--- src/design/asd_pkg.sv ---
// Shared types and constants of the accelerometer step detector.
package asd_pkg;

    localparam int SAMPLE_BITS_DEF = 16;
    localparam int COUNT_BITS_DEF  = 16;

    localparam int AXIS_W    = 16;
    localparam int MAG_W     = 16;
    localparam int LEVEL_W   = 17;
    localparam int CFG_W     = 17;
    localparam int CFG_IDX_W = 2;

    localparam logic OP_MEASURE   = 1'b0;
    localparam logic OP_CALIBRATE = 1'b1;

    localparam logic [CFG_IDX_W-1:0] CFG_NOISE  = 2'd0;
    localparam logic [CFG_IDX_W-1:0] CFG_PEAK   = 2'd1;
    localparam logic [CFG_IDX_W-1:0] CFG_VALLEY = 2'd2;

    localparam logic [15:0]        NOISE_RESET  = 16'd492;
    localparam logic [15:0]        PEAK_RESET   = 16'd4915;
    localparam logic signed [16:0] VALLEY_RESET = -17'sd492;

    localparam logic [1:0] TREND_FALL = 2'd0;
    localparam logic [1:0] TREND_RISE = 2'd1;
    localparam logic [1:0] TREND_NONE = 2'd2;

    typedef struct packed {
        logic                      opcode;
        logic signed [AXIS_W-1:0]  accel_x;
        logic signed [AXIS_W-1:0]  accel_y;
        logic signed [AXIS_W-1:0]  accel_z;
    } smp_item_t;

    typedef struct packed {
        logic signed [LEVEL_W-1:0] relative_magnitude;
        logic                      sample_accepted;
        logic                      step_detected;
        logic [15:0]               step_total;
        logic [15:0]               last_peak;
    } res_item_t;

    typedef struct packed {
        logic [15:0]               noise_threshold;
        logic [15:0]               peak_threshold;
        logic signed [LEVEL_W-1:0] valley_threshold;
    } cfg_t;

endpackage

--- src/design/accel_step_detector_unit.sv ---
// Top level of the accelerometer step detector.
// Each transaction on the sample channel carries one three-axis reading or a calibrate
// command, and yields exactly one transaction on the result channel. One item is
// processed at a time: the squares of the three axes are accumulated one multiplier
// bit per cycle, and the square root then produces one bit per cycle, after which
// the evaluation state updates the detection state once the output register is free.
// A finished result waits in an output register, so the next sample is taken while
// it is still unread. Threshold registers accept a write in every cycle and should
// only be changed while no item is in flight.
module accel_step_detector_unit #(
    parameter int SAMPLE_BITS = asd_pkg::SAMPLE_BITS_DEF,
    parameter int COUNT_BITS  = asd_pkg::COUNT_BITS_DEF
) (
    input  logic                            clk,
    input  logic                            rst_n,
    input  logic                            smp_valid,
    output logic                            smp_stall,
    input  asd_pkg::smp_item_t              smp_data,
    output logic                            res_valid,
    input  logic                            res_stall,
    output asd_pkg::res_item_t              res_data,
    input  logic                            cfg_valid,
    output logic                            cfg_ready,
    input  logic [asd_pkg::CFG_IDX_W-1:0]   cfg_index,
    input  logic [asd_pkg::CFG_W-1:0]       cfg_data
);

    typedef enum logic [1:0] {
        ST_IDLE,
        ST_SQUARE,
        ST_ROOT,
        ST_EVAL
    } state_t;

    state_t                   state_reg;
    logic                     opcode_reg;
    logic                     out_valid_reg;
    asd_pkg::res_item_t       res_reg;
    asd_pkg::cfg_t            cfg_reg;

    logic                     smp_accept;
    logic                     det_apply;
    logic [SAMPLE_BITS-1:0]   raw_x, raw_y, raw_z;
    logic [SAMPLE_BITS-1:0]   abs_x, abs_y, abs_z;
    logic [2*SAMPLE_BITS-1:0] sq_sum;
    logic                     sq_done;
    logic [SAMPLE_BITS-1:0]   rt_root;
    logic                     rt_done;
    asd_pkg::res_item_t       det_res;

    assign smp_stall  = (state_reg != ST_IDLE);
    assign smp_accept = smp_valid && !smp_stall;
    assign det_apply  = (state_reg == ST_EVAL) && (!out_valid_reg || !res_stall);
    assign cfg_ready  = 1'b1;
    assign res_valid  = out_valid_reg;
    assign res_data   = res_reg;

    always_comb
    begin
        raw_x = smp_data.accel_x[SAMPLE_BITS-1:0];
        raw_y = smp_data.accel_y[SAMPLE_BITS-1:0];
        raw_z = smp_data.accel_z[SAMPLE_BITS-1:0];
        abs_x = raw_x[SAMPLE_BITS-1] ? (~raw_x + SAMPLE_BITS'(1)) : raw_x;
        abs_y = raw_y[SAMPLE_BITS-1] ? (~raw_y + SAMPLE_BITS'(1)) : raw_y;
        abs_z = raw_z[SAMPLE_BITS-1] ? (~raw_z + SAMPLE_BITS'(1)) : raw_z;
    end

    asd_sumsq #(
        .SAMPLE_BITS (SAMPLE_BITS)
    ) u_sumsq (
        .clk   (clk),
        .rst_n (rst_n),
        .start (smp_accept),
        .abs_x (abs_x),
        .abs_y (abs_y),
        .abs_z (abs_z),
        .sum   (sq_sum),
        .done  (sq_done)
    );

    asd_isqrt #(
        .SAMPLE_BITS (SAMPLE_BITS)
    ) u_isqrt (
        .clk      (clk),
        .rst_n    (rst_n),
        .start    (sq_done),
        .radicand (sq_sum),
        .root     (rt_root),
        .done     (rt_done)
    );

    asd_detect #(
        .SAMPLE_BITS (SAMPLE_BITS),
        .COUNT_BITS  (COUNT_BITS)
    ) u_detect (
        .clk    (clk),
        .rst_n  (rst_n),
        .apply  (det_apply),
        .opcode (opcode_reg),
        .mag    (asd_pkg::MAG_W'(rt_root)),
        .cfg    (cfg_reg),
        .res    (det_res)
    );

    always_ff @(posedge clk or negedge rst_n)
    begin
        if (!rst_n)
        begin
            cfg_reg.noise_threshold  <= asd_pkg::NOISE_RESET;
            cfg_reg.peak_threshold   <= asd_pkg::PEAK_RESET;
            cfg_reg.valley_threshold <= asd_pkg::VALLEY_RESET;
        end
        else if (cfg_valid && cfg_ready)
        begin
            case (cfg_index)
                asd_pkg::CFG_NOISE:  cfg_reg.noise_threshold  <= cfg_data[15:0];
                asd_pkg::CFG_PEAK:   cfg_reg.peak_threshold   <= cfg_data[15:0];
                asd_pkg::CFG_VALLEY: cfg_reg.valley_threshold <= $signed(cfg_data);
                default: ;
            endcase
        end
    end

    always_ff @(posedge clk or negedge rst_n)
    begin
        if (!rst_n)
        begin
            state_reg     <= ST_IDLE;
            opcode_reg    <= 1'b0;
            out_valid_reg <= 1'b0;
            res_reg       <= '0;
        end
        else
        begin
            if (det_apply)
            begin
                res_reg       <= det_res;
                out_valid_reg <= 1'b1;
            end
            else if (out_valid_reg && !res_stall)
            begin
                out_valid_reg <= 1'b0;
            end

            case (state_reg)
                ST_IDLE:
                begin
                    if (smp_accept)
                    begin
                        opcode_reg <= smp_data.opcode;
                        state_reg  <= ST_SQUARE;
                    end
                end
                ST_SQUARE:
                begin
                    if (sq_done)
                    begin
                        state_reg <= ST_ROOT;
                    end
                end
                ST_ROOT:
                begin
                    if (rt_done)
                    begin
                        state_reg <= ST_EVAL;
                    end
                end
                ST_EVAL:
                begin
                    if (det_apply)
                    begin
                        state_reg <= ST_IDLE;
                    end
                end
                default:
                begin
                    state_reg <= ST_IDLE;
                end
            endcase
        end
    end

    a_accept_starts: assert property (@(posedge clk) disable iff (!rst_n)
        smp_accept |=> state_reg == ST_SQUARE)
        else $error("accepted sample did not start the squaring pass");

    a_square_done: assert property (@(posedge clk) disable iff (!rst_n)
        sq_done |-> state_reg == ST_SQUARE)
        else $error("squaring finished outside its phase");

    a_root_done: assert property (@(posedge clk) disable iff (!rst_n)
        rt_done |-> state_reg == ST_ROOT)
        else $error("square root finished outside its phase");

    a_result_source: assert property (@(posedge clk) disable iff (!rst_n)
        $rose(res_valid) |-> $past(state_reg == ST_EVAL))
        else $error("result appeared without an evaluation cycle");

endmodule

--- src/design/asd_sumsq.sv ---
// Bit-serial sum of the squares of three axis magnitudes.
module asd_sumsq #(
    parameter int SAMPLE_BITS = asd_pkg::SAMPLE_BITS_DEF
) (
    input  logic                     clk,
    input  logic                     rst_n,
    input  logic                     start,
    input  logic [SAMPLE_BITS-1:0]   abs_x,
    input  logic [SAMPLE_BITS-1:0]   abs_y,
    input  logic [SAMPLE_BITS-1:0]   abs_z,
    output logic [2*SAMPLE_BITS-1:0] sum,
    output logic                     done
);

    localparam int SUM_W = 2 * SAMPLE_BITS;
    localparam int CNT_W = $clog2(SAMPLE_BITS + 1);

    logic [SUM_W-1:0]       mc_x_reg, mc_y_reg, mc_z_reg;
    logic [SAMPLE_BITS-1:0] mp_x_reg, mp_y_reg, mp_z_reg;
    logic [SUM_W-1:0]       acc_reg;
    logic [CNT_W-1:0]       count_reg;
    logic                   busy_reg;
    logic                   done_reg;
    logic [SUM_W-1:0]       acc_next;

    always_comb
    begin
        acc_next = acc_reg
                 + (mp_x_reg[0] ? mc_x_reg : '0)
                 + (mp_y_reg[0] ? mc_y_reg : '0)
                 + (mp_z_reg[0] ? mc_z_reg : '0);
    end

    always_ff @(posedge clk or negedge rst_n)
    begin
        if (!rst_n)
        begin
            busy_reg  <= 1'b0;
            done_reg  <= 1'b0;
            count_reg <= '0;
            acc_reg   <= '0;
            mc_x_reg  <= '0;
            mc_y_reg  <= '0;
            mc_z_reg  <= '0;
            mp_x_reg  <= '0;
            mp_y_reg  <= '0;
            mp_z_reg  <= '0;
        end
        else if (start)
        begin
            busy_reg  <= 1'b1;
            done_reg  <= 1'b0;
            count_reg <= CNT_W'(SAMPLE_BITS);
            acc_reg   <= '0;
            mc_x_reg  <= SUM_W'(abs_x);
            mc_y_reg  <= SUM_W'(abs_y);
            mc_z_reg  <= SUM_W'(abs_z);
            mp_x_reg  <= abs_x;
            mp_y_reg  <= abs_y;
            mp_z_reg  <= abs_z;
        end
        else if (busy_reg)
        begin
            acc_reg   <= acc_next;
            mc_x_reg  <= mc_x_reg << 1;
            mc_y_reg  <= mc_y_reg << 1;
            mc_z_reg  <= mc_z_reg << 1;
            mp_x_reg  <= mp_x_reg >> 1;
            mp_y_reg  <= mp_y_reg >> 1;
            mp_z_reg  <= mp_z_reg >> 1;
            count_reg <= count_reg - CNT_W'(1);
            if (count_reg == CNT_W'(1))
            begin
                busy_reg <= 1'b0;
                done_reg <= 1'b1;
            end
        end
        else
        begin
            done_reg <= 1'b0;
        end
    end

    assign sum  = acc_reg;
    assign done = done_reg;

endmodule

--- src/design/asd_isqrt.sv ---
// Digit-by-digit floor square root, one result bit per cycle.
module asd_isqrt #(
    parameter int SAMPLE_BITS = asd_pkg::SAMPLE_BITS_DEF
) (
    input  logic                     clk,
    input  logic                     rst_n,
    input  logic                     start,
    input  logic [2*SAMPLE_BITS-1:0] radicand,
    output logic [SAMPLE_BITS-1:0]   root,
    output logic                     done
);

    localparam int RAD_W = 2 * SAMPLE_BITS;
    localparam int REM_W = SAMPLE_BITS + 2;
    localparam int CNT_W = $clog2(SAMPLE_BITS + 1);

    logic [RAD_W-1:0]       rad_reg;
    logic [REM_W-1:0]       rem_reg;
    logic [SAMPLE_BITS-1:0] root_reg;
    logic [CNT_W-1:0]       count_reg;
    logic                   busy_reg;
    logic                   done_reg;
    logic [REM_W-1:0]       cand;
    logic [REM_W-1:0]       trial;
    logic                   fits;

    always_comb
    begin
        cand  = {rem_reg[SAMPLE_BITS-1:0], rad_reg[RAD_W-1:RAD_W-2]};
        trial = {root_reg, 2'b01};
        fits  = (cand >= trial);
    end

    always_ff @(posedge clk or negedge rst_n)
    begin
        if (!rst_n)
        begin
            busy_reg  <= 1'b0;
            done_reg  <= 1'b0;
            count_reg <= '0;
            rad_reg   <= '0;
            rem_reg   <= '0;
            root_reg  <= '0;
        end
        else if (start)
        begin
            busy_reg  <= 1'b1;
            done_reg  <= 1'b0;
            count_reg <= CNT_W'(SAMPLE_BITS);
            rad_reg   <= radicand;
            rem_reg   <= '0;
            root_reg  <= '0;
        end
        else if (busy_reg)
        begin
            rad_reg   <= rad_reg << 2;
            rem_reg   <= fits ? (cand - trial) : cand;
            root_reg  <= {root_reg[SAMPLE_BITS-2:0], fits};
            count_reg <= count_reg - CNT_W'(1);
            if (count_reg == CNT_W'(1))
            begin
                busy_reg <= 1'b0;
                done_reg <= 1'b1;
            end
        end
        else
        begin
            done_reg <= 1'b0;
        end
    end

    assign root = root_reg;
    assign done = done_reg;

endmodule

--- src/design/asd_detect.sv ---
// Noise gate, peak and valley tracking, step counting and baseline calibration.
module asd_detect #(
    parameter int SAMPLE_BITS = asd_pkg::SAMPLE_BITS_DEF,
    parameter int COUNT_BITS  = asd_pkg::COUNT_BITS_DEF
) (
    input  logic                          clk,
    input  logic                          rst_n,
    input  logic                          apply,
    input  logic                          opcode,
    input  logic [asd_pkg::MAG_W-1:0]     mag,
    input  asd_pkg::cfg_t                 cfg,
    output asd_pkg::res_item_t            res
);

    localparam logic [asd_pkg::MAG_W-1:0] REF_RESET =
        asd_pkg::MAG_W'(1 << (SAMPLE_BITS - 2));

    logic [asd_pkg::MAG_W-1:0]          ref_reg, ref_next;
    logic signed [asd_pkg::LEVEL_W-1:0] prev_reg, prev_next;
    logic [1:0]                         trend_reg, trend_next;
    logic                               valley_reg, valley_next;
    logic                               first_reg, first_next;
    logic [COUNT_BITS-1:0]              steps_reg, steps_next;
    logic [15:0]                        peak_reg, peak_next;

    logic signed [asd_pkg::LEVEL_W-1:0] cur;
    logic [asd_pkg::LEVEL_W:0]          delta;
    logic [asd_pkg::LEVEL_W:0]          diff;
    logic                               below;
    logic                               take;
    logic                               low_valley;
    logic                               high_peak;
    logic                               stepped;

    always_comb
    begin
        cur        = $signed({1'b0, mag} - {1'b0, ref_reg});
        delta      = {cur[asd_pkg::LEVEL_W-1], cur}
                   - {prev_reg[asd_pkg::LEVEL_W-1], prev_reg};
        diff       = delta[asd_pkg::LEVEL_W] ? (~delta + (asd_pkg::LEVEL_W + 1)'(1)) : delta;
        below      = (diff < {2'b00, cfg.noise_threshold});
        take       = !below || first_reg;
        low_valley = (prev_reg < cfg.valley_threshold);
        high_peak  = ($signed({prev_reg[asd_pkg::LEVEL_W-1], prev_reg})
                      > $signed({2'b00, cfg.peak_threshold}));

        ref_next    = ref_reg;
        prev_next   = prev_reg;
        trend_next  = trend_reg;
        valley_next = valley_reg;
        first_next  = first_reg;
        steps_next  = steps_reg;
        peak_next   = peak_reg;
        stepped     = 1'b0;

        if (opcode == asd_pkg::OP_CALIBRATE)
        begin
            ref_next    = mag;
            prev_next   = '0;
            trend_next  = asd_pkg::TREND_NONE;
            valley_next = 1'b0;
            first_next  = 1'b1;
            steps_next  = '0;
            peak_next   = '0;
        end
        else if (take)
        begin
            if (below)
            begin
                first_next = 1'b0;
            end
            if (cur > prev_reg)
            begin
                if (trend_reg == asd_pkg::TREND_FALL && low_valley)
                begin
                    valley_next = 1'b1;
                end
                trend_next = asd_pkg::TREND_RISE;
            end
            else if (cur < prev_reg)
            begin
                if (trend_reg == asd_pkg::TREND_RISE && high_peak && valley_reg)
                begin
                    steps_next  = steps_reg + COUNT_BITS'(1);
                    peak_next   = prev_reg[15:0];
                    valley_next = 1'b0;
                    stepped     = 1'b1;
                end
                trend_next = asd_pkg::TREND_FALL;
            end
            prev_next = cur;
        end

        if (opcode == asd_pkg::OP_CALIBRATE)
        begin
            res = '0;
        end
        else
        begin
            res.relative_magnitude = cur;
            res.sample_accepted    = take;
            res.step_detected      = stepped;
            res.step_total         = 16'(steps_next);
            res.last_peak          = peak_next;
        end
    end

    always_ff @(posedge clk or negedge rst_n)
    begin
        if (!rst_n)
        begin
            ref_reg    <= REF_RESET;
            prev_reg   <= '0;
            trend_reg  <= asd_pkg::TREND_NONE;
            valley_reg <= 1'b0;
            first_reg  <= 1'b1;
            steps_reg  <= '0;
            peak_reg   <= '0;
        end
        else if (apply)
        begin
            ref_reg    <= ref_next;
            prev_reg   <= prev_next;
            trend_reg  <= trend_next;
            valley_reg <= valley_next;
            first_reg  <= first_next;
            steps_reg  <= steps_next;
            peak_reg   <= peak_next;
        end
    end

endmodule

--- config.mk ---
export PLATFORM = sky130hd
export DESIGN_NAME = accel_step_detector_unit
export DESIGN_NICKNAME = d
export VERILOG_FILES = /design/src/design/asd_pkg.sv /design/src/design/accel_step_detector_unit.sv /design/src/design/asd_sumsq.sv /design/src/design/asd_isqrt.sv /design/src/design/asd_detect.sv
export SDC_FILE = /design/constraint.sdc
export NUM_CORES = 1
export LEC_CHECK = 0
export ABC_AREA = 0
export BUFFER_PORTS_ARGS = -buffer_cell sky130_fd_sc_hd__buf_2
export CAP_MARGIN = 40
export CORE_ASPECT_RATIO = 1.4
export CORE_MARGIN = 2
export CORE_UTILIZATION = 60
export CTS_CLUSTER_SIZE = 20
export DETAILED_ROUTE_END_ITERATION = 16
export PLACE_DENSITY = 0.74
export SLEW_MARGIN = 25
export SYNTH_ARGS = -nofsm -noshare
export SYNTH_HDL_FRONTEND = slang
export SYNTH_HIERARCHICAL = 1
export SYNTH_SLANG_ARGS = --single-unit
--- constraint.sdc ---
create_clock -name clk -period 12.2 [get_ports clk]
set_input_delay 0.61 -clock clk [delete_from_list [all_inputs] [get_ports clk]]
set_output_delay 0.61 -clock clk [all_outputs]
set_load 0.02 [all_outputs]
; ---- After elaboration in Yosys (flattened, before gate mapping)
; Cells that the tools add are included.
[classes]
muxes = 81
order_cmp = 6
n_addsub = 13
n_eq_ne = 15
reduce_logical = 33
n_bitwise = 4
[op_table]
columns = operator, n
row1 = $mux W32, 13
row2 = $mux W16, 24
row3 = $add A32 B32 Y32, 3
row4 = $add A16 B1 Y16 const B, 4
row5 = $mux W51, 1
row6 = $not A16 Y16, 3
row7 = $gt A17 B17 Y1, 2
row8 = $lt A17 B17 Y1, 2
row9 = $mux W17, 2
row10 = $mux W1, 27
row11 = $mux W5, 4
row12 = $add A18 B1 Y18 const B, 1
row13 = $ge A18 B18 Y1, 1
row14 = $lt A18 B16 Y1, 1
row15 = $mux W18, 1
row16 = $not A18 Y18, 1
row17 = $sub A17 B17 Y18, 1
row18 = $sub A16 B16 Y17, 1
row19 = $mux W2, 8
row20 = $sub A16 B16 Y16, 1
row21 = $reduce_and A2 Y1, 6
row22 = $reduce_bool A2 Y1, 6
row23 = $eq A5 B1 Y1 const B, 2
row24 = $sub A5 B1 Y5 const B, 2
row25 = other kinds (14), 35
[word_totals]
word_cells = 186
input_bits = 73
ff_bits = 427
output_inout_bits = 54

; ---- Logic depth before layout (Yosys ltp)
; Gate-level depths: netlist of run 1.
[depth]
word_depth = 11
ltp_mapped = 37
depth_no_buf = 34

; ---- By module
; The synthesis of run 1 kept the hierarchy.
[modules_own_cells]
columns = module, seq_area_each_um2, cells_each, area_per_inst_um2, n_inst
row1 = asd_sumsq, 4579.4, 1279, 11915.2, 1
row2 = asd_detect, 1730.4, 890, 7179.4, 1
row3 = accel_step_detector_unit, 2631.3, 368, 4855.9, 1
row4 = asd_isqrt, 1776.7, 430, 4067.7, 1

; ---- Worst setup path after synthesis of run 1
; No wires, ideal clock.
[synth_timing]
kind = register to register
startpoint = reg u_isqrt.root_reg[0], in the netlist u_isqrt/root[0]
endpoint = reg res_reg, in the netlist res_data[14]
setup_slack_ns = 5.058
t_required_ns = 12.075
setup_time_ns = 0.125
stages_incl_launch_ff = 37
period_less_slack_ns = 7.142
arrival_time_ns = 7.017
path_buffers = 4
path_cell_list = dfrtp_1 > inv_1 > ha_1 > fa_1 > nor2b_1 > o21ai_0 > a21boi_0 > o21ai_0 > a21oi_1 > nand4_1 > nand3b_1 > xor2_1 > ha_1 > a21o_1 > or3_1 > o211ai_1 > a21oi_1 > o21ai_0 > clkbuf_1 > nand2_1 > xor2_1 > ha_1 > and4_1 > a2111oi_0 > o31ai_1 > o21ai_0 > nand3b_1 > a211oi_1 > nand3_1 > o21a_1 > buf_6 > and2_1 > buf_2 > buf_2 > a21oi_1 > nor2_1 > mux2_2
[synth_lines]
columns = item, line_no
row1 = start: declaration, asd_isqrt.sv:19  ; logic [SAMPLE_BITS-1:0] root_reg;
row2 = start signal: assignment, asd_isqrt.sv:58  ; root_reg <= {root_reg[SAMPLE_BITS-2:0], fits};
row3 = end signal: assignment, accel_step_detector_unit.sv:137  ; res_reg <= det_res;
row4 = end: declaration, accel_step_detector_unit.sv:38  ; asd_pkg::res_item_t res_reg;

==> run metrics, run 1 <==
status finished clean; HPWL Detailed 51.4 mm; final-layout worst hold slack 0.0604 ns; Post-Synthesis Mean Instance Area 9.44 sq um; origin of the worst setup path u_isqrt/root[0]$_DFFE_PN0P_; total grt overflow 0; type of origin of the critical path flop; Worst Clk Skew 0.0154 ns; number of cells after detailed placement 3,591; number of nets in the layout 3,301; warning count from the yosys run 6; max-slew violations 0; via count 21,386; post-layout instance area 30,800 sq um; buffers inserted by post-CTS timing repair 0; vertical extent of the die 260 microns; GRT Util Overall 28.3%; clock slew at reported path FFs 0.06 ns; end of the worst register-to-register path res_data[10]$_DFFE_PN0P_; Antenna Diode Count 0; CTS tree built; total length of routed wires 69.0 mm; fin cells 3,672; Final Core Density 66.8%; setup TNS 0 ns; post-cts repair resize count 0; post-route minimum period 8.27 ns; I/O pin cnt 127; class of the worst hold path in2async; Pwr Density 101 nW/um^2; Core Box Area 46,100 sq um; Largest register FFs 51; count of unresolved DRC violations after routing 0; total count of hold-check failures in the final report 0; buffers and inverters on the worst path 3; initial antenna violation count 0; area used by multi-input combinational logic 15,600 sq um; routability congestion estimate 0.975; number of distinct library cells after synthesis 96; timing-limited maximum frequency 121 MHz; detailed-router iteration count before antenna repair 6; Pleak 14.3 nW; worst r2r path cells 34; cell class contributing the biggest share of worst-path delay compound AO/OA/AOI/OAI gates; maximum capacitance violations 0; Layout area overhead 9.87%; endpoint of the worst setup timing path res_data[10]$_DFFE_PN0P_; startpoint of the most critical register-to-register path u_isqrt/root[0]$_DFFE_PN0P_; async set or reset register ratio after synthesis 100%; number of fill cells in the layout 3,809; post-synthesis instance area 28,000 sq um; Pwr Total 3.10 mW; cell with the most instances on the worst path sky130_fd_sc_hd__o21ai_0; max-slew headroom at the worst pin 41.8%; Final setup viols 0; number of synthesized flops with an enable pin 0; slowest CP cell sky130_fd_sc_hd__o21a_1; register bit count reported by yosys 427; H-tree level count 2; number of clock sinks 427; kind of end point of the critical path flop; floorplan die area 48,500 sq um; Site Rows 93; worst reg2reg setup slack 3.93 ns; sequential cell area 10,700 sq um; Mapped Cells 2,967; First DRT Iteration DRCs 1,204; predominant post-synthesis flop cell sky130_fd_sc_hd__dfrtp_1; share of post-route cells with drive strength above 1 13.9%; x dimension of the die 187 microns; clock root buffer master sky130_fd_sc_hd__clkbuf_16; number of routed nets with antenna violations 0; vias in the first global route 21,681; highest cell delay on the worst timing path 0.46 ns; maximum buffer depth of the clock tree 3; slew at the pin closest to its max-slew limit 0.873 ns; number of buffers created by CTS 43; instance count on the critical path 34; proportion of synthesized chip area in sequential cells 38.3%; IR Drop Worst-Case VDD 0.109 mV; final worst slack 3.93 ns; maximum fanout encountered on the critical timing path 26; number of hold buffers added after cts 0; unrepaired setup endpoints after global routing false; signal arrival time at the worst endpoint 8.71 ns; count of input and output buffers 125; clk_lat worst skew 0.57 ns; worst slack at placement 3.99 ns; Synthesized Nets 3,246; first-pass GRT wire length 111 mm; Post-Place Cell Area 29,200 sq um; pin count of the biggest net entering global routing 171; Crit Path Category reg2reg; detailed-route vias per instance 5.82; average wire per cell in the routed design 18.8 microns; initial cell density of the core 60.8%; Critical Path RT 12.64 ns; part of the cycle the worst path needs 67.8%
cell usage after synthesis, types with 8 or more instances:
cell                        count  area share (%)
sky130_fd_sc_hd__nand2_1      202             2.7
sky130_fd_sc_hd__nand4_1       15            0.33
sky130_fd_sc_hd__xnor2_1      109             3.4
sky130_fd_sc_hd__xor2_1        20            0.63
sky130_fd_sc_hd__inv_1        293             3.9
sky130_fd_sc_hd__o21bai_1       8            0.21
sky130_fd_sc_hd__a31oi_1       30            0.67
sky130_fd_sc_hd__nor2_1       281             3.8
sky130_fd_sc_hd__nor2b_1      102             2.3
sky130_fd_sc_hd__fa_1          64             4.6
sky130_fd_sc_hd__mux2_2       119             4.8
sky130_fd_sc_hd__buf_1         13            0.17
sky130_fd_sc_hd__nor4_1        18            0.40
sky130_fd_sc_hd__a21boi_0      14            0.38
sky130_fd_sc_hd__clkbuf_1     108             1.4
sky130_fd_sc_hd__mux2i_1      129             4.6
sky130_fd_sc_hd__and3_1        21            0.47
sky130_fd_sc_hd__dfstp_2       26             2.4
sky130_fd_sc_hd__o21ai_1        8            0.14
sky130_fd_sc_hd__a21o_1        37            0.99
sky130_fd_sc_hd__nand3_1       41            0.73
sky130_fd_sc_hd__buf_2         16            0.29
sky130_fd_sc_hd__o41ai_1       16            0.50
sky130_fd_sc_hd__or3_1          8            0.18
sky130_fd_sc_hd__o21a_1        16            0.43
sky130_fd_sc_hd__o21ai_0      115             2.1
sky130_fd_sc_hd__o31ai_1       18            0.48
sky130_fd_sc_hd__nor3_1        21            0.38
sky130_fd_sc_hd__dfrtp_1      401              36
sky130_fd_sc_hd__a211oi_1      99             2.7
sky130_fd_sc_hd__or4_1         12            0.32
sky130_fd_sc_hd__o2bb2ai_1     13            0.41
sky130_fd_sc_hd__and2_1       153             3.4
sky130_fd_sc_hd__ha_1         142             6.3
sky130_fd_sc_hd__nand2b_1      26            0.58
sky130_fd_sc_hd__o211ai_1       9            0.24
sky130_fd_sc_hd__a21oi_1       92             1.6
area by class of cell:
cell class	count	share of cell area, %
Clock buffer	60	4.03
Clock inverter	18	0.939
Inverter	297	3.62
Multi-Input combinational cell	2099	50.7
Sequential cell	427	34.8
Tap cell	617	2.51
Timing Repair Buffer	154	3.36
cells by family (layout without fill, tap and decap cells):
group,Yosys count,count (layout),synth area share [%]
and+or+nand+nor,940,940,16.8
AOI/OAI and AO/OA,575,575,14.5
buffers and inverters,441,529,6.14
DFF,427,427,38.3
muxes,248,248,9.39
adders and majority gates,206,206,10.9
xor gates and xnor gates,129,129,4.03
other,1,1,0.0134
cells in the final DEF, fill, tap and decap left out, drive strengths merged, types with 20 or more instances in the layout:
cell	netlist	routed
dfrtp	401	401
inv	295	296
nor2	281	281
nand2	204	204
buf	36	154
and2	153	153
ha	142	142
mux2i	129	129
o21ai	126	126
mux2	119	119
xnor2	109	109
nor2b	102	102
a211oi	101	101
a21oi	97	97
fa	64	64
clkbuf	108	60
nand3	43	43
a21o	38	38
a31oi	31	31
nand2b	26	26
dfstp	26	26
nor3	21	21
and3	21	21
xor2	20	20
power by group:
group | switching [mW] | internal (mW)
Sequential | 0.0163 | 1.46
Combinational | 0.110 | 0.0813
Clock | 0.570 | 0.861
Total | 0.697 | 2.40
worst min-delay path by stage:
stage / startpoint / to / slack [ns] / cells after the start
6_report: rst_n / cfg_reg[6]$_DFFE_PN0P_ / 0.06 / 1
5_1_grt: rst_n / cfg_reg[6]$_DFFE_PN0P_ / 0.13 / 1
4_1_cts: rst_n / cfg_reg[31]$_DFFE_PN0P_ / 0.1 / 1
3_5_place_dp: u_detect/peak_reg[1]$_DFFE_PN0P_ / u_detect/peak_reg[1]$_DFFE_PN0P_ / 0.47 / 1
3_3_place_gp: u_detect/peak_reg[15]$_DFFE_PN0P_ / u_detect/peak_reg[15]$_DFFE_PN0P_ / 0.46 / 1
2_1_floorplan: rst_n / cfg_reg[0]$_DFFE_PN0P_ / 0.31 / 0
metal layers:
metal  track usage (%)  wire length, microns  part of all wire (%)  up-vias
li1                  -                     -                     -    10244
met1              31.8                 26600                    39    10540
met2              53.1                 36600                    53      439
met3              2.62                  2020                   2.9      163
met4              15.2                  3760                   5.5        0
met5                 0                     0                     0        -
Power figures use the tool's default switching activity.
==> run 2, diff against run 1 <==
ABC_AREA = 1   (was 0)
CORE_UTILIZATION = 57   (was 60)
clock period = 6.6 ns   (was 12.2 ns; I/O delays follow)
==> run 2 against run 1 <==
Register-to-register slack got worse by 3.2 ns. Critical path depth grew 8. Design area rose by 4.8%. Die area up 11%. Non-clock buffer count rose by 11. Sequential share of layout area is 1.6 points lower. Synthesized area up 5.6%. Flip-flop and latch count stayed put. Core utilization fell by 3.7 points.
==> run metrics, run 2 <==
status finished clean; count of unresolved DRC violations after routing 0; First DRT Iteration DRCs 1,452; cell with the most instances on the worst path sky130_fd_sc_hd__nand2_1; register bit count reported by yosys 427; vertical extent of the die 274 microns; H-tree level count 2; HPWL Detailed 57.6 mm; total grt overflow 0; pin count of the biggest net entering global routing 149; Worst Clk Skew 0.0254 ns; timing-limited maximum frequency 169 MHz; warning count from the yosys run 6; buffers inserted by post-CTS timing repair 0; Post-Synthesis Mean Instance Area 7.09 sq um; number of clock sinks 427; slew at the pin closest to its max-slew limit 0.961 ns; floorplan die area 53,800 sq um; Critical Path RT 7.09 ns; maximum capacitance violations 0; Synth area leaders sky130_fd_sc_hd__dfrtp_1 34%, sky130_fd_sc_hd__nand2_1 18%, sky130_fd_sc_hd__inv_1 11%; clk_lat worst skew 0.60 ns; I/O pin cnt 127; number of distinct library cells after synthesis 56; post-synthesis instance area 29,600 sq um; initial antenna violation count 1; buffers and inverters on the worst path 5; Site Rows 98; total count of hold-check failures in the final report 0; clock root buffer master sky130_fd_sc_hd__clkbuf_16; maximum buffer depth of the clock tree 3; Core Box Area 51,100 sq um; post-route minimum period 5.92 ns; Layout area overhead 9.10%; Mapped Cells 4,173; routability congestion estimate 0.960; Crit Path Category reg2reg; total length of routed wires 76.3 mm; CTS tree built; part of the cycle the worst path needs 89.6%; most frequent cells in the layout 1,422 x sky130_fd_sc_hd__nand2_1, 835 x sky130_fd_sc_hd__inv_1, 400 x sky130_fd_sc_hd__dfrtp_1; maximum fanout encountered on the critical timing path 19; worst reg2reg setup slack 0.68 ns; detailed-route vias per instance 5.30; Final setup viols 0; cell type with the largest total area after synthesis sky130_fd_sc_hd__dfrtp_1; detailed-router iteration count before antenna repair 5; type of origin of the critical path flop; first-pass GRT wire length 127 mm; highest cell delay on the worst timing path 0.40 ns; number of buffers created by CTS 44; most common cell after layout, fill and taps aside sky130_fd_sc_hd__nand2_1; Yosys top cell area share 33.9%; slowest CP cell sky130_fd_sc_hd__dfrtp_1; number of nets in the layout 4,525; Synthesized Nets 4,452; predominant post-synthesis flop cell sky130_fd_sc_hd__dfrtp_1; GRT Util Overall 29.2%; kind of end point of the critical path flop; signal arrival time at the worst endpoint 6.40 ns; max-slew violations 0; number of routed nets with antenna violations 0; top post-synthesis cells by count 1,424 x sky130_fd_sc_hd__nand2_1, 836 x sky130_fd_sc_hd__inv_1, 401 x sky130_fd_sc_hd__dfrtp_1; clock slew at reported path FFs 0.06 ns; initial cell density of the core 57.9%; Largest register FFs 51; via count 26,117; instance count on the critical path 42; final-layout worst hold slack 0.0283 ns; proportion of synthesized chip area in sequential cells 36.2%; most common cell in the netlist sky130_fd_sc_hd__nand2_1; max-slew headroom at the worst pin 35.9%; async set or reset register ratio after synthesis 100%; number of synthesized flops with an enable pin 0; count of input and output buffers 125; average wire per cell in the routed design 15.5 microns; share of post-route cells with drive strength above 1 8.95%; vias in the first global route 26,034; cell class contributing the biggest share of worst-path delay simple AND/OR/NAND/NOR gates; x dimension of the die 197 microns; cell depth of the worst hold path 3; worst r2r path cells 42; class of the worst hold path in2reg
run 2: repair_timing:
item / in CTS / in global routing
hold endpoints to repair: 106 / 0
gates resized for setup: 0 / 13
endpoints found under the setup margin: 0 / 79
hold buffers: 3 / 0
run 2: final timing paths:
check	to	startpoint
max	res_data[21]$_DFFE_PN0P_	u_isqrt/root[2]$_DFFE_PN0P_
min	cfg_reg[21]$_DFFE_PN1P_	cfg_data[4]
max reg2reg	res_data[21]$_DFFE_PN0P_	u_isqrt/root[2]$_DFFE_PN0P_
min reg2reg	res_data[1]$_DFFE_PN0P_	res_data[1]$_DFFE_PN0P_
max in group asynchronous	u_sumsq/mc_x_reg[26]$_DFFE_PN0P_	rst_n
min in group asynchronous	cfg_reg[23]$_DFFE_PN0P_	rst_n
run 2: cell families (layout without fill, tap and decap cells):
family          Yosys count  after routing  share of synthesized area, %
compound gates          461            461                          9.59
xor+xnor                 75             75                          2.22
fa+ha+maj               206            206                          10.3
buf+inv                 996           1103                          13.2
flops                   427            427                          36.2
mux                       1              1                        0.0381
other cells               1              2                        0.0127
simple gates           2006           2006                          28.4
run 2: final cells by class:
cell class                 count  area (sq um)
tap                          650           813
timing repair buffer         165          1050
multi-input combinational   2750         15000
sequential                   427         10700
antenna                        1          2.50
clock buffer                  64          1250
inverter                     858          3240
fill                        4744         18900
clock inverter                16           200
run 2: worst register-to-register path: cells and delay by family (launching register included):
family	cells	cell delay [ns]
AND/OR/NAND/NOR	24	2.01
AO/OA/AOI/OAI	8	1.31
adder cells (fa/ha/maj)	3	1.02
buffers and inverters	5	0.72
flip-flops	1	0.40
XOR/XNOR	2	0.36
run 2: metrics by stage:
stage | cells | setup WS (ns) | cell area (sq um) | setup TNS [ns] | utilization (%)
floorplan | 4173 | 1.18 | 29600 | 0 | -
global placement | 4839 | 0.440 | 30600 | 0 | 59.9
detailed placement | 4845 | 0.323 | 30700 | 0 | 60.1
CTS | 4928 | 0.308 | 32200 | 0 | 63.0
global route | 4931 | -0.0190 | 32300 | -0.0429 | 63.1
finish | 4931 | 0.684 | 32300 | 0 | 63.1
run 2: routing by layer:
layer	track usage [%]	routed length (microns)
met3	3.44	3010
met1	31.6	28900
met5	0	0
met4	16.4	4540
met2	54.9	39900
Power of run 2 is not shown: default switching activity piles up to over one toggle a cycle in this logic, so the estimate is an artifact.
==> run 3, diff against run 2 <==
--- a/config.mk
+++ b/config.mk
@@ -11,8 +11,8 @@
 export CORE_ASPECT_RATIO = 1.4
 export CORE_MARGIN = 2
-export CORE_UTILIZATION = 57
+export CORE_UTILIZATION = 50
 export CTS_CLUSTER_SIZE = 20
 export DETAILED_ROUTE_END_ITERATION = 16
-export PLACE_DENSITY = 0.74
+export PLACE_DENSITY = 0.65
 export SLEW_MARGIN = 25
 export SYNTH_ARGS = -nofsm -noshare
==> constraint.sdc (replaced) <==
create_clock -name clk -period 6.6 [get_ports clk]
set_input_delay 0.33 -clock clk [delete_from_list [all_inputs] [get_ports clk]]
set_output_delay 0.33 -clock clk [all_outputs]
set_load 0.005 [all_outputs]
==> run 3 against run 2 <==
Critical path depth is the same. Design area grew 1.2%. First-iteration DRC count shrank 7.1%. Wire length grew 1.6%. Via count shrank 0.49%. Worst setup slack lost 0.073 ns. Flip-flop and latch count is the same. Cell count grew 2.2%. Critical path type unchanged. Critical endpoint is now res_data[17]$_DFFE_PN0P_. Largest cell class unchanged. Highest routed layer unchanged.
==> run metrics, run 3 (synthesized netlist as in run 2, its figures left out) <==
routability congestion estimate 0.974; max-slew headroom at the worst pin 39.9%; total grt overflow 0; kind of end point of the critical path flop; final-layout worst hold slack 0.0433 ns; status finished clean; highest cell delay on the worst timing path 0.40 ns; worst slack at placement 0.254 ns; vias in the first global route 25,995; initial antenna violation count 0; clock slew at reported path FFs 0.06 ns; Antenna Diode Count 0; pin count of the biggest net entering global routing 129; x dimension of the die 210 microns; cell with the most instances on the worst path sky130_fd_sc_hd__nand2_1; fin cells 5,039; end of the worst register-to-register path res_data[17]$_DFFE_PN0P_; via count 25,988; met2 layer usage reported by global route 49.0%; initial cell density of the core 50.5%; floorplan die area 61,200 sq um; Site Rows 105; number of nets in the layout 4,534; global routing met3 resource utilization 2.33%; share of post-route cells with drive strength above 1 9.28%; H-tree level count 2; detailed-route vias per instance 5.16; most common cell after layout, fill and taps aside sky130_fd_sc_hd__nand2_1; cell class contributing the biggest share of worst-path delay simple AND/OR/NAND/NOR gates; final worst slack 0.610 ns; Worst Hold Path EP cfg_reg[15]$_DFFE_PN1P_; Largest register FFs 51; Layout area overhead 10.4%; class of the worst hold path in2reg; count of input and output buffers 125; I/O pin cnt 127; signal arrival time at the worst endpoint 6.48 ns; slowest CP cell sky130_fd_sc_hd__fa_1; Crit Path Category reg2reg; unrepaired setup endpoints after global routing false; type of origin of the critical path flop; average wire per cell in the routed design 15.4 microns; buffers and inverters on the worst path 8; number of cells after detailed placement 4,946; detailed-router iteration count before antenna repair 6; first-pass GRT wire length 129 mm; Worst Clk Skew 0.0202 ns; part of the cycle the worst path needs 90.8%; First DRT Iteration DRCs 1,349; Top Usage Layer GRT met2; startpoint of the most critical register-to-register path u_isqrt/root[0]$_DFFE_PN0P_; Hold Startpoint cfg_data[15]; clock root buffer master sky130_fd_sc_hd__clkbuf_16; clk_lat worst skew 0.60 ns; slew at the pin closest to its max-slew limit 0.902 ns; number of clock sinks 427; Core Box Area 58,600 sq um; timing-limited maximum frequency 167 MHz; CTS tree built; HPWL Detailed 59.1 mm; GRT Util Overall 25.9%; cell depth of the worst hold path 3; most frequent cells in the layout 1,422 x sky130_fd_sc_hd__nand2_1, 835 x sky130_fd_sc_hd__inv_1, 401 x sky130_fd_sc_hd__dfrtp_1; total count of hold-check failures in the final report 0; Critical Path RT 7.09 ns; count of unresolved DRC violations after routing 0; number of buffers created by CTS 47; setup TNS 0 ns; number of routed nets with antenna violations 0; number of fill cells in the layout 5,785; post-route minimum period 5.99 ns; met1 track demand over resource 28.8%; vertical extent of the die 292 microns; worst reg2reg setup slack 0.61 ns; maximum buffer depth of the clock tree 3; maximum capacitance violations 0; maximum fanout encountered on the critical timing path 21; Final setup viols 0; max-slew violations 0; worst r2r path cells 42; total length of routed wires 77.6 mm
-- run 3: what timing repair did --
item | 4_1_cts | 5_1_grt
gates resized for setup | 0 | 15
setup buffers | 0 | 2
setup endpoints to repair | 0 | 82
hold buffers | 4 | 0
endpoints found under the hold margin | 88 | 0
-- run 3: worst max path at each step --
stage	from	to	cells after the start
after floorplan	u_isqrt/root[2]$_DFFE_PN0P_	res_data[15]$_DFFE_PN0P_	44
after global placement	u_isqrt/root[2]$_DFFE_PN0P_	res_data[17]$_DFFE_PN0P_	43
after detailed placement	u_isqrt/root[2]$_DFFE_PN0P_	res_data[14]$_DFFE_PN0P_	43
after CTS	u_isqrt/root[2]$_DFFE_PN0P_	res_data[14]$_DFFE_PN0P_	43
after global routing	u_isqrt/root[0]$_DFFE_PN0P_	res_data[8]$_DFFE_PN0P_	42
final	u_isqrt/root[0]$_DFFE_PN0P_	res_data[17]$_DFFE_PN0P_	42
-- run 3: cell type report --
class	instances	area, sq um	share of cell area [%]
Timing Repair inverter	1	8.76	0.0268
Clock inverter	17	219	0.671
Clock buffer	67	1410	4.33
Inverter	858	3240	9.93
Multi-Input combinational cell	2750	15000	45.9
Sequential cell	427	10700	32.8
Tap cell	749	937	2.87
Timing Repair Buffer	170	1120	3.43
-- run 3: tightest hold or removal path, cell delays in order --
cell and delay (ns):
sky130_fd_sc_hd__buf_2 0.10, sky130_fd_sc_hd__inv_1 0.10, sky130_fd_sc_hd__o21ai_0 0.10
-- run 3: through the flow --
stage	util, %	area [sq um]
finish	55.7	32700
global route	55.7	32700
CTS	55.6	32600
detailed placement	52.7	30900
global placement	52.5	30700
floorplan	-	29600
-- run 3: per-layer routing --
layer | share of wire (%) | vias up
met5 | 0 | -
met4 | 5.5 | 0
li1 | - | 13083
met2 | 52 | 533
met1 | 39 | 12171
met3 | 3.1 | 201
Power of run 3 is left out for the same reason.
